**config.mk**
```make
export PLATFORM = sky130hd
export DESIGN_NAME = drs_bin2bcd
export DESIGN_NICKNAME = d
export VERILOG_FILES = /design/src/hw/rtl/drs_pkg.sv /design/src/hw/rtl/drs_bin2bcd.sv
export SDC_FILE = /design/constraint.sdc
export NUM_CORES = 1
export LEC_CHECK = 0
export ABC_AREA = 0
export BUFFER_PORTS_ARGS = -buffer_cell sky130_fd_sc_hd__buf_4
export CORE_MARGIN = 5
export CORE_UTILIZATION = 45
export DETAILED_ROUTE_END_ITERATION = 7
export PLACE_DENSITY = 0.74
export SETUP_SLACK_MARGIN = 0.1
export SYNTH_ARGS = -nofsm -noshare
export SYNTH_HDL_FRONTEND = slang
export SYNTH_SLANG_ARGS = --single-unit
```
**constraint.sdc**
```tcl
create_clock -name clk -period 5.2 [get_ports clk]
set_input_delay 0.52 -clock clk [delete_from_list [all_inputs] [get_ports clk]]
set_output_delay 0.52 -clock clk [all_outputs]
set_load 0.02 [all_outputs]
```
**src/hw/rtl/drs_pkg.sv**
```systemverilog
// Shared types and constants of the decimal radix sorter.
// No dependencies; drs_bin2bcd and the top level import it.
package drs_pkg;

	localparam int RADIX      = 10;
	localparam int DIGIT_W    = 4;
	localparam int LAST_DIGIT = RADIX - 1;

	typedef logic [DIGIT_W-1:0] digit_t;

	// Number of decimal digits needed for the largest value of the given width.
	function automatic int dec_digits(int bits);
		longint unsigned v;
		int              n;
		int              k;
		v = (bits >= 64) ? '1 : ((64'd1 << bits) - 64'd1);
		n = 0;
		for (k = 0; k < 20; k++) begin
			if (v != 0) begin
				n++;
				v = v / 10;
			end
		end
		return (n < 1) ? 1 : n;
	endfunction

endpackage

```
**src/hw/rtl/drs_bin2bcd.sv**
```systemverilog
// Iterative binary to BCD converter (shift and add three), one bit per cycle.
// Depends on drs_pkg for the digit count and digit width.
module drs_bin2bcd #(
	parameter int VALUE_BITS = 31,
	localparam int DIGITS = drs_pkg::dec_digits(VALUE_BITS),
	localparam int BCD_W = DIGITS * drs_pkg::DIGIT_W
) (
	input  logic                  clk,
	input  logic                  arst_n,
	input  logic                  start,
	input  logic [VALUE_BITS-1:0] bin,
	output logic                  done,
	output logic [BCD_W-1:0]      bcd
);
	import drs_pkg::*;

	localparam int STEP_W = $clog2(VALUE_BITS);

	logic [VALUE_BITS-1:0] bin_q;
	logic [BCD_W-1:0]      bcd_q;
	logic [BCD_W-1:0]      adj;
	logic [STEP_W-1:0]     step_q;
	logic                  busy_q;
	logic                  done_q;

	// Bias every digit of five or more before the shift carries it over.
	always_comb begin
		for (int k = 0; k < DIGITS; k++) begin
			if (bcd_q[k*DIGIT_W +: DIGIT_W] >= DIGIT_W'(5)) begin
				adj[k*DIGIT_W +: DIGIT_W] = bcd_q[k*DIGIT_W +: DIGIT_W] + DIGIT_W'(3);
			end else begin
				adj[k*DIGIT_W +: DIGIT_W] = bcd_q[k*DIGIT_W +: DIGIT_W];
			end
		end
	end

	always_ff @(posedge clk or negedge arst_n) begin
		if (!arst_n) begin
			busy_q <= 1'b0;
			done_q <= 1'b0;
			step_q <= '0;
		end else begin
			done_q <= 1'b0;
			if (start) begin
				busy_q <= 1'b1;
				step_q <= '0;
			end else if (busy_q) begin
				step_q <= step_q + STEP_W'(1);
				if (step_q == STEP_W'(VALUE_BITS - 1)) begin
					busy_q <= 1'b0;
					done_q <= 1'b1;
				end
			end
		end
	end

	always_ff @(posedge clk) begin
		if (start) begin
			bin_q <= bin;
			bcd_q <= '0;
		end else if (busy_q) begin
			bin_q <= {bin_q[VALUE_BITS-2:0], 1'b0};
			bcd_q <= {adj[BCD_W-2:0], bin_q[VALUE_BITS-1]};
		end
	end

	assign done = done_q;
	assign bcd  = bcd_q;

endmodule

```
# --- Word-level counts from Yosys, hierarchy flattened ---
# Index checks and enable logic that the tools add are counted.
totals:
  reg_bits: 78
  inputBits: 34
  output_inout_bits: 41
  elab_cells: 48
op_classes:
  n_addsub: 11
  magnitude_cmp: 10
  eq_ne: 1
  n_mux: 20
  n_reduce_logical: 1
ops:
  columns: ["operator", "n"]
  rows:
  - ["$mux W31", 2]
  - ["$ge A4 B3 Y1 const B", 10]
  - ["$add A4 B2 Y4 const B", 9]
  - ["$mux W4", 9]
  - ["$mux W5", 2]
  - ["$mux W1", 6]
  - ["$add A5 B1 Y5 const B", 1]
  - ["$eq A5 B5 Y1 const B", 1]
  - ["$add A3 B2 Y3 const B", 1]
  - ["$mux W3", 1]
  - ["$reduce_bool A2 Y1", 1]

# --- Logic depth before layout (Yosys ltp) ---
logic_depth:
  depth_word: 4
  mapped_depth: 6
  ltp_nobuf: 6

# --- Least setup slack after synthesis ---
# OpenSTA, ideal clock, no wires.
synth_timing:
  path_type: "in2reg"
  start: "input start"
  end: "register bin_q[0] (enable)"
  setup_time_ps: 374
  arrival_time_ps: 1333
  required_ps: 4826
  setup_slack_ps: 3493
  stages: 3
  cell_sequence: "buf_2 -> buf_2 -> or2_2"
synth_between:
  elab_chain_len: 1
synth_lines:
  columns: ["element", "line", "text"]
  rows:
  - ["start, declared", "drs_bin2bcd.sv:10", "input logic start,"]
  - ["$reduce_bool A2 Y1 (no source line)", null, null]
  - ["end signal, assigned", "drs_bin2bcd.sv:59", "bin_q <= bin;"]
  - ["end signal, assigned", "drs_bin2bcd.sv:62", "bin_q <= {bin_q[VALUE_BITS-2:0], 1'b0};"]
  - ["end, declared", "drs_bin2bcd.sv:19", "logic [VALUE_BITS-1:0] bin_q;"]
# Every way passes these cells.
# A chain may end at the register's enable or synchronous reset.

==> flow_summary.json <==
{
  "cts-root-to-sink-buffers": 2,
  "initial_antenna_violation_count": 0,
  "synthesis.yosys.warnings": 0,
  "root_buffer": "clkbuf_8",
  "cells_on_worst_hold_path": 2,
  "critical_path.endpoint_type": "flop",
  "r2r.worst_path.cells": 3,
  "hold_path.startpoint": "bin[0]",
  "clock_sink_count": 78,
  "antennaDiodeCount": 0,
  "io_buffers": 74,
  "insertion_delay_ps": 360,
  "dp.cells": 566,
  "max-vdd-ir-drop_mv": 0.121,
  "syn_area_per_cell_um2": 10.2,
  "whs_endpoint": "bin_q[0]",
  "min_path_type": "input pin to flop",
  "drt-pass1-iter-count": 4,
  "synth.top_cells.by_area": "edfxtp_1 23%, dfxtp_1 20%, mux2_2 8.3%",
  "synth_top_family_by_area": "compound AO/OA/AOI/OAI gates",
  "grt_pass1_wl_um": 14600,
  "ff2ff_setup_slack_ps": 3100,
  "placementRows": 34,
  "async_flop_share": 0.0897,
  "ioPinCount": 75,
  "vias_in_the_first_global_route": 3171,
  "critical_path_required_ps": 5440,
  "synth_enable_flop_cells": 31,
  "final_layout_size_suffix_gt1_frac": 0.318,
  "final_period_minus_worst_setup_slack_ps": 2100,
  "maximum_number_of_pins_on_one_net_before_global_route_repair": 84,
  "multi_input_comb_area_mm2": 0.00193,
  "core_area_mm2": 0.00876,
  "cts_tree": "yes",
  "final_antenna_net_count": 0,
  "finish.utilization": 0.560,
  "post_layout_nonfiller_instances": 583,
  "cts_htree_levels": 3,
  "critical_path_class": "flop to flop",
  "synthesis.instances": 402,
  "syn-num-nets": 458,
  "grt_overflow_total": 0,
  "seqCellArea_mm2": 0.00191,
  "dp_hpwl_um": 5920,
  "synth.mux.area_fraction": 0.0852,
  "report.final.slew_viol_count": 0,
  "share_of_the_synthesized_netlist_area_taken_by_xor_and_xnor_gates": 0.00858,
  "post_synth_and_or_nand_nor_area_fraction": 0.113,
  "leading_register_cell_type_out_of_synthesis": "dfxtp_1",
  "worstMarginPinSlew_ps": 933,
  "timing.fmax_mhz": 477,
  "numCtsBuffers": 9,
  "dr.first_iter.drc_count": 213,
  "gr-usage-all-layers": 0.157,
  "fin_worst_skew_ps": 10.8,
  "cts.reportedPaths.clkPinSlew_ps": 90,
  "yosys.area_share.adder": 0.0674,
  "die_height_um": 105,
  "synth_largest_area_cell": "edfxtp_1",
  "syn_area_mm2": 0.00408,
  "slew-limit-headroom": 0.378,
  "timing.rr.start": "busy_q",
  "gp_congestion": 0.798,
  "wire_per_inst_um": 15.0,
  "cp_max_fo": 47,
  "timing.rr.end": "bcd[37]",
  "max_cap_violations": 0,
  "rsz0062_at_grt": "false",
  "worst_setup_path_start_kind": "flop",
  "arrival_ps": 2340,
  "final.hold.worst_slack_ps": 453,
  "leakage_component_of_the_power_nw": 1.90,
  "area_enclosed_by_the_die_boundary_mm2": 0.0111,
  "area_growth_syn_to_layout_pct": 20.1,
  "yosys_register_bits": 78,
  "total_of_fill_cells_in_the_finished_design": 795,
  "setup_viol_count_final": 0,
  "setup_tns_final_ps": 0,
  "powerDensity_mw_per_mm2": 262,
  "yosys.area.top_type_share": 0.228,
  "finalNetCount": 526,
  "start_util": 0.466,
  "post-route-period-util": 0.403,
  "synth_seq_area_share": 0.467,
  "hold_violations_final": 0,
  "synth.distinct_cells": 36,
  "finalWirelength_um": 8750,
  "outcome": "finished clean",
  "floorplan.die.width_um": 105,
  "dr_vias_cell": 5.62,
  "vias": 3279,
  "synth_compound_gate_area_share": 0.199,
  "post-route-drc-count": 0
}
-- cells in the final DEF (no fill, tap or decap), types with 3 or more instances in the layout --
master	netlist	final
clkbuf_8	0	9
ha_1	22	22
o21ai_1	18	18
edfxtp_1	31	31
nand3_1	10	10
dfxtp_1	40	40
a21bo_2	9	9
o21ai_0	19	19
buf_4	0	75
xor2_1	3	3
nor2_1	24	24
inv_6	0	4
a311oi_2	9	9
nor3_1	9	9
inv_1	40	40
nand4_1	12	12
o32ai_1	9	9
o22a_2	9	9
mux2_2	30	30
a21oi_1	29	29
nand2_1	20	20
o22ai_1	9	9
or3_1	9	9
dfrtp_1	7	6
-- logic make-up (layout without fill, tap and decap cells) --
kind of cell | after synthesis | in the layout
mux | 31 | 31
flops | 78 | 78
xor+xnor | 4 | 4
fa+ha+maj | 22 | 22
buf+inv | 59 | 132
simple gates | 93 | 93
compound gates | 115 | 115
-- metal layers --
layer	routed length [um]	global-route usage	part of all wire	vias to the layer above
met3	475	0.0416	0.054	9
li1	-	-	-	1609
met1	3630	0.197	0.41	1564
met4	112	0.0648	0.013	0
met2	4540	0.258	0.52	97
met5	0	0	0	-
-- flip-flops by register name, indices dropped and copies added (netlist names) --
register	cells
step_q	5
done	1
bcd	40
busy_q	1
bin_q	31
-- Yosys cell counts (3+ instances only) --
master / instances
o21ai_0: 19
or3_1: 9
o32ai_1: 9
edfxtp_1: 31
dfxtp_1: 40
ha_1: 22
a311oi_2: 9
a21oi_1: 29
a21bo_2: 9
xor2_1: 3
o21ai_1: 18
nand4_1: 12
buf_2: 16
nand3_1: 10
o22ai_1: 9
inv_1: 40
nand2_1: 20
dfrtp_1: 7
nor3_1: 9
nor2_1: 24
mux2_2: 30
o22a_2: 9
-- area by class of cell --
type                            count  share of cell area
Tap cell                          108              0.0276
Clock inverter                      7              0.0161
Timing Repair Buffer               76               0.117
Multi-Input combinational cell    265               0.394
Clock buffer                        9              0.0253
Inverter                           40              0.0306
Sequential cell                    78               0.389
-- power breakdown --
| part | leakage [nW] | switching, W | internal [W] |
|---|---|---|---|
| clock network | 0.105 | 0.000245 | 0.000229 |
| logic | 1.05 | 0.0000548 | 0.0000642 |
| registers | 0.743 | 0.0000194 | 0.000672 |
-- through the flow --
step                setup WS, ps  area (um^2)  power (W)
floorplan                   3490         4080   0.000775
global placement            2820         4690   0.000818
detailed placement          2800         4690   0.000824
CTS                         3120         4900    0.00130
global route                2930         4900    0.00134
finish                      3100         4900    0.00128
-- worst max-delay path: stages, from the launching register on --
cell and delay (ps):
dfrtp_2 860, buf_4 520, or4b_1 470, o311ai_0 110
-- how the worst max path moves through the flow --
| stage | endpoint | startpoint | cells past startpoint |
|---|---|---|---|
| 2_1_floorplan | bin_q[0] | start | 3 |
| 3_3_place_gp | bin_q[19] | start | 2 |
| 3_5_place_dp | bin_q[19] | start | 2 |
| 4_1_cts | bcd[37] | busy_q | 3 |
| 5_1_grt | bcd[38] | busy_q | 3 |
| 6_report | bcd[37] | busy_q | 3 |
-- timing repair --
action | 4_1_cts | 5_1_grt
hold buffers | 1 | 0
buffers inserted | 0 | 0
resized for setup | 0 | 0
endpoints found under the hold margin | 7 | 0
Power figures use the tool's default switching activity.
